===== src/sv/srvm_pkg.sv =====
// Types, codes and decode helpers of the stack and register VM execute block.
`timescale 1ns / 1ps

package srvm_pkg;

  // Operation codes.
  localparam logic [5:0] OP_IN        = 6'd0;
  localparam logic [5:0] OP_OUT       = 6'd1;
  localparam logic [5:0] OP_PUSH      = 6'd2;
  localparam logic [5:0] OP_POP       = 6'd3;
  localparam logic [5:0] OP_PUSHR     = 6'd4;
  localparam logic [5:0] OP_POPR      = 6'd5;
  localparam logic [5:0] OP_MOV       = 6'd6;
  localparam logic [5:0] OP_SQRT      = 6'd7;
  localparam logic [5:0] OP_CMP       = 6'd8;
  localparam logic [5:0] OP_JMP       = 6'd9;
  localparam logic [5:0] OP_JL        = 6'd10;
  localparam logic [5:0] OP_JLE       = 6'd11;
  localparam logic [5:0] OP_JEQ       = 6'd12;
  localparam logic [5:0] OP_JGE       = 6'd13;
  localparam logic [5:0] OP_JG        = 6'd14;
  localparam logic [5:0] OP_CALL      = 6'd15;
  localparam logic [5:0] OP_RET       = 6'd16;
  localparam logic [5:0] OP_ADD       = 6'd17;
  localparam logic [5:0] OP_SUB       = 6'd18;
  localparam logic [5:0] OP_MUL       = 6'd19;
  localparam logic [5:0] OP_MOD       = 6'd20;
  localparam logic [5:0] OP_DIV       = 6'd21;
  localparam logic [5:0] OP_REG_FIRST = 6'd22;
  localparam logic [5:0] OP_REG_LAST  = 6'd51;
  localparam logic [5:0] FORMS_PER_OP = 6'd5;

  // Error codes.
  localparam logic [2:0] ERR_NONE      = 3'd0;
  localparam logic [2:0] ERR_DIV_ZERO  = 3'd1;
  localparam logic [2:0] ERR_STK_UNDER = 3'd2;
  localparam logic [2:0] ERR_STK_OVER  = 3'd3;
  localparam logic [2:0] ERR_RET_UNDER = 3'd4;
  localparam logic [2:0] ERR_RET_OVER  = 3'd5;
  localparam logic [2:0] ERR_BAD_ADDR  = 3'd6;
  localparam logic [2:0] ERR_NEG_SQRT  = 3'd7;

  // Compare flag codes.
  localparam logic [1:0] FLAG_EQ = 2'd0;
  localparam logic [1:0] FLAG_GT = 2'd1;
  localparam logic [1:0] FLAG_LT = 2'd2;

  localparam int unsigned CODE_FIELD_BITS = 16;
  localparam logic [15:0] CALL_RETURN_OFFSET = 16'd9;

  typedef enum logic [2:0] {
    ALU_ADD, ALU_SUB, ALU_MUL, ALU_MOD, ALU_MOV, ALU_DIV
  } alu_e;

  typedef enum logic [2:0] {
    FORM_RL, FORM_RR, FORM_SR, FORM_RS, FORM_SS
  } form_e;

  typedef enum logic [1:0] {
    MDU_MUL, MDU_DIV, MDU_MOD, MDU_SQRT
  } mdu_op_e;

  typedef struct packed {
    alu_e  k;
    form_e f;
  } reg_form_t;

  typedef struct packed {
    logic [5:0]  operation;
    logic [3:0]  reg_left;
    logic [3:0]  reg_right;
    logic [63:0] immediate;
    logic [15:0] target_address;
    logic [15:0] current_pc;
    logic [63:0] in_value;
  } req_t;

  typedef struct packed {
    logic        redirect;
    logic [15:0] redirect_address;
    logic        out_valid;
    logic [63:0] out_value;
    logic [2:0]  error_code;
  } rsp_t;

  typedef struct packed {
    logic capture;
    logic rd_ops;
    logic rd_dst;
    logic rd_src;
    logic start;
    logic commit;
  } ctrl_cmd_t;

  typedef struct packed {
    logic need_unit;
    logic unit_busy;
    logic out_free;
  } ctrl_sts_t;

  // Split a register-form code into ALU kind and operand form.
  function automatic reg_form_t reg_form(input logic [5:0] op);
    logic [5:0] f;
    logic [2:0] k;
    reg_form_t  r;
    f = op - OP_REG_FIRST;
    k = 3'd0;
    for (int i = 0; i < 6; i++) begin
      if (f >= FORMS_PER_OP) begin
        f = f - FORMS_PER_OP;
        k = k + 3'd1;
      end
    end
    r.k = alu_e'(k);
    r.f = form_e'(f[2:0]);
    return r;
  endfunction

  // ALU kind of the stack arithmetic codes.
  function automatic alu_e stack_alu(input logic [5:0] op);
    alu_e k;
    unique case (op)
      OP_ADD:  k = ALU_ADD;
      OP_SUB:  k = ALU_SUB;
      OP_MUL:  k = ALU_MUL;
      OP_MOD:  k = ALU_MOD;
      default: k = ALU_DIV;
    endcase
    return k;
  endfunction

endpackage


===== src/sv/srvm_ctrl.sv =====
// Controller: sequences operand reads, the iterative unit and write back.
`timescale 1ns / 1ps

module srvm_ctrl (
  input  logic                 clk_i,
  input  logic                 rst_ni,
  input  logic                 req_valid_i,
  output logic                 req_ready_o,
  input  srvm_pkg::ctrl_sts_t  sts_i,
  output srvm_pkg::ctrl_cmd_t  cmd_o
);

  typedef enum logic [2:0] {
    S_IDLE, S_READ, S_DST, S_SRC, S_EXEC, S_BUSY, S_WB
  } state_e;

  state_e state_q, state_d;
  logic   ready_q;
  logic   accept;

  assign accept = req_valid_i && ready_q;

  always_comb begin
    state_d = state_q;
    cmd_o   = '0;
    unique case (state_q)
      S_IDLE: begin
        cmd_o.capture = accept;
        if (accept) begin
          state_d = S_READ;
        end
      end
      S_READ: begin
        cmd_o.rd_ops = 1'b1;
        state_d      = S_DST;
      end
      S_DST: begin
        cmd_o.rd_dst = 1'b1;
        state_d      = S_SRC;
      end
      S_SRC: begin
        cmd_o.rd_src = 1'b1;
        state_d      = S_EXEC;
      end
      S_EXEC: begin
        cmd_o.start = sts_i.need_unit;
        state_d     = sts_i.need_unit ? S_BUSY : S_WB;
      end
      S_BUSY: begin
        if (!sts_i.unit_busy) begin
          state_d = S_WB;
        end
      end
      S_WB: begin
        cmd_o.commit = sts_i.out_free;
        if (sts_i.out_free) begin
          state_d = S_IDLE;
        end
      end
      default: state_d = S_IDLE;
    endcase
  end

  always_ff @(posedge clk_i or negedge rst_ni) begin
    if (!rst_ni) begin
      state_q <= S_IDLE;
      ready_q <= 1'b1;
    end else begin
      state_q <= state_d;
      ready_q <= (state_d == S_IDLE);
    end
  end

  assign req_ready_o = ready_q;

endmodule


===== config.mk =====
export PLATFORM = sky130hd
export DESIGN_NAME = srvm_ctrl
export DESIGN_NICKNAME = d
export VERILOG_FILES = /design/src/sv/srvm_pkg.sv /design/src/sv/srvm_ctrl.sv
export SDC_FILE = /design/constraint.sdc
export NUM_CORES = 1
export LEC_CHECK = 0
export ABC_AREA = 0
export BUFFER_PORTS_ARGS = -buffer_cell sky130_fd_sc_hd__buf_2
export CAP_MARGIN = 20
export CORE_AREA = 2 2 39 41
export DETAILED_ROUTE_END_ITERATION = 10
export DIE_AREA = 0 0 41 43
export GPL_TIMING_DRIVEN = 0
export PLACE_DENSITY = 0.42
export SYNTH_ARGS = -nofsm -noshare
export SYNTH_HDL_FRONTEND = slang
export SYNTH_SLANG_ARGS = --single-unit

===== constraint.sdc =====
create_clock -name clk_i -period 1 [get_ports clk_i]
set_input_delay 0.1 -clock clk_i [delete_from_list [all_inputs] [get_ports clk_i]]
set_output_delay 0.1 -clock clk_i [all_outputs]
set_load 0.1 [all_outputs]

Yosys cells after proc, flatten, opt, wreduce, memory -nomap -nowiden --
Index checks and enable logic that the tools add are counted.
Operators by class: mux-type cells 11, reduce and logical (&&, ||, !) cells 3, equality and inequality tests 6
Operator list (count):
- $pmux W3 S7 | 1
- $eq A3 B3 Y1 const B | 3
- $mux W3 | 3
- $eq A3 B2 Y1 const B | 2
- $logic_not A3 Y1 | 2
- $mux W1 | 6
- $eq A3 B1 Y1 const B | 1
- $mux W2 | 1
- $logic_and A1 B1 Y1 | 1
Storage, ports and cells: bits of input ports 6, logic and storage cells 22, output and inout bits 7, flip-flop bits (word level) 4

Logic depth before layout (Yosys ltp) --
word-level depth 4, gate-level depth with buffers 4, gate-level depth less buffers 3

Worst setup path before layout --
Ideal clock, no wire load.
kind reg2out, start register ready_q, in the netlist req_ready_o, end output port cmd_o[5] (netlist name), setup slack -2904 ps, required time 900 ps, cell stages (with the launch flop) 3, arrival 3804 ps, cells stage by stage dfstp_2 > nand2_1 > nor4_1
RTL lines:
- from (decl) | line srvm_ctrl.sv:18 | logic ready_q;
- from (signal assigned) | line srvm_ctrl.sv:70 | ready_q <= (state_d == S_IDLE);
- to (decl) | line srvm_ctrl.sv:10 | output srvm_pkg::ctrl_cmd_t cmd_o

==> flow_metrics.env <==
export IMPL_status="finished, violations left"
export IMPL_violations="setup timing"
export IMPL_nets=63
export IMPL_synth_cell_types=20
export IMPL_core_mm2=0.00138
export IMPL_crit_path_max_fanout=6
export IMPL_clk_latency_ns=0.24
export IMPL_wl_um=799
export IMPL_areaGrowthSynthToFinish_pct=134
export IMPL_clock_fmax_mhz=705
export IMPL_cts_num_sinks=4
export IMPL_synthCells=29
export IMPL_hold_path_end="state_q[0]$_DFF_PN0_"
export IMPL_synth_top_cell_by_area="dfrtp_1"
export IMPL_min_path_type="primary input to flop"
export IMPL_reg2reg_from="state_q[0]$_DFF_PN0_"
export IMPL_max_slew_margin_pct=83.1
export IMPL_place_congestion=0.705
export IMPL_grtUsageTotal_pct=9.57
export IMPL_layout_commonest_cell="buf_6"
export IMPL_ios=13
export IMPL_worstReg2RegEnd="req_ready_o$_DFF_PN1_"
export IMPL_synth_fp_nets=35
export IMPL_via_per_inst=4.53
export IMPL_seq_area_um2=105
export IMPL_skew_ns=0.00913
export IMPL_grt_antenna_before_repair=0
export IMPL_place_hpwl_um=569
export IMPL_cts_buffer_depth=2
export IMPL_synth_ff_latch_count=4
export IMPL_die_area_mm2=0.00176
export IMPL_grt_pass1_vias=281
export IMPL_critical_path_required_ns=0.90
export IMPL_worst_slack_ns=-0.419
export IMPL_fin_crit_sh_pct=142
export IMPL_drive_above_1_share_pct=71.4
export IMPL_grt_pass1_wl_um=1110
export IMPL_drt_iter0_markers=1
export IMPL_ant_nets=0
export IMPL_syn_avg_cell_area_um2=9.97
export IMPL_numPortBuffers=12
export IMPL_path_clk_slew_ns=0.04
export IMPL_die_x_um=41
export IMPL_start_kind="flop"
export IMPL_hold_path_depth=3
export IMPL_h_tree_depth=1
export IMPL_dr_pass1_iters=2
export IMPL_min_period_ns=1.42
export IMPL_slowest_stage="dfrtp_1"
export IMPL_grt_ovfl_total=0
export IMPL_crit_path_cell_trace="buf_6 -> nor4_4 -> buf_6"
export IMPL_ys_seq_area_share_pct=35.1
export IMPL_max_stage_delay_ns=0.40
export IMPL_n_fill_cell=123
export IMPL_cts_made_buffers=3
export IMPL_endpoint_kind="output pin"
export IMPL_arrival_ns=1.32
export IMPL_slew_viol_final=0
export IMPL_cts_tree="done"
export IMPL_num_rows=14
export IMPL_rrSetupSlack_ns=-0.23
export IMPL_rr_worst_depth=5
export IMPL_yosysWarnings=0
export IMPL_rsz0062_at_grt="yes"
export IMPL_crit_type="flop to output pin"
export IMPL_multiInputGateArea_um2=231
export IMPL_setup_violations=11
export IMPL_synth_area_leaders="dfrtp_1 26%, a221oi_4 9.1%, dfstp_2 9.1%"
export IMPL_cap_violations=0
export IMPL_hold_slack_ns=0.173
export IMPL_initial_core_util_pct=20.9
export IMPL_via_count=326
export IMPL_worstHoldStart="sts_i[1]"
export IMPL_drc=0
export IMPL_die_h_um=43
export IMPL_cts_root_buf="clkbuf_4"
export IMPL_grt_max_degree=11
export IMPL_hold_viol=0
export IMPL_mostFrequentLayoutCells="9 x buf_6, 6 x buf_12, 5 x buf_2, 5 x buf_4"
export IMPL_diodes=0
export IMPL_routedWlPerCell_um=11.1
export IMPL_worst_slew_pin_slew_ns=0.254
export IMPL_synth_top_area_share_pct=26.0
export IMPL_synth_area_um2=289
export IMPL_cpMostUsedCell="buf_6"
-- what timing repair did --
| action | CTS | global route |
|---|---|---|
| endpoints found under the setup margin | 11 | 11 |
| pin swaps | 1 | 3 |
| cloned | 0 | 0 |
| setup buffers | 5 | 7 |
| gates resized for setup | 29 | 5 |
| hold endpoints to repair | 4 | 0 |
| hold buffers | 1 | 0 |
-- registers in the layout, summed over array words and instances (netlist names) --
name	flops
req_ready_o	1
state_q	3
-- worst max-delay path: cells and delay by family, from the launching register on --
kind / cells / cell delay, ns
buf+inv: 2 / 0.41
simple gates: 1 / 0.27
flops: 1 / 0.40
-- cells by family (layout without fill, tap and decap cells) --
family | count (synthesis) | count (layout) | synth area share, %
AOI/OAI and AO/OA | 9 | 9 | 28.1
buffers and inverters | 3 | 30 | 6.92
DFF | 4 | 4 | 35.1
muxes | 1 | 1 | 3.46
and+or+nand+nor | 12 | 12 | 26.4
-- metrics by stage --
step	worst slack (ns)	std cells	TNS, ns	util, %	instance area [um2]
5_1_grt	-0.475	72	-3.67	48.9	677
4_1_cts	-0.423	67	-2.73	45.1	624
3_3_place_gp	-0.442	57	-2.13	32.0	443
6_report	-0.419	72	-3.18	48.9	677
3_5_place_dp	-0.443	57	-2.24	32.0	443
2_1_floorplan	-1.06	29	-2.90	-	363
-- layer usage --
layer	wire length (um)	global-route usage (%)
met1	337	12.3
met3	33	1.57
met5	0	0
met4	14	10.0
met2	413	12.2
-- worst max-delay path by stage --
stage,from,endpoint,slack [ns],cells after the start
floorplan,req_ready_o$_DFF_PN1_,cmd_o[5],-1.06,2
global placement,req_ready_o$_DFF_PN1_,cmd_o[5],-0.44,3
detailed placement,req_ready_o$_DFF_PN1_,cmd_o[5],-0.44,3
CTS,state_q[1]$_DFF_PN0_,cmd_o[5],-0.42,3
global route,req_ready_o$_DFF_PN1_,cmd_o[5],-0.48,3
finish,state_q[1]$_DFF_PN0_,cmd_o[5],-0.42,3
-- cell usage after synthesis, drive strengths merged --
library cell	instances
nand2	1
nor2	2
dfstp	1
o32ai	1
nand2b	2
buf	3
dfrtp	3
nor3b	2
a221oi	1
o21ai	2
o211ai	1
a21oi	2
mux2i	1
and4b	1
and3b	1
a21o	2
and3	2
nor4	1
-- final cells by class --
type / count / area share, %
plain buffers: 3 / 4.99
clock buffers: 4 / 3.88
multi-input cells: 22 / 34.2
flip-flops and latches: 4 / 15.5
well taps: 16 / 2.96
repair buffers: 23 / 38.4
Power is left out: the tool's default activity adds up to more than one toggle a clock period on the data nets, which glitch-free logic cannot reach.
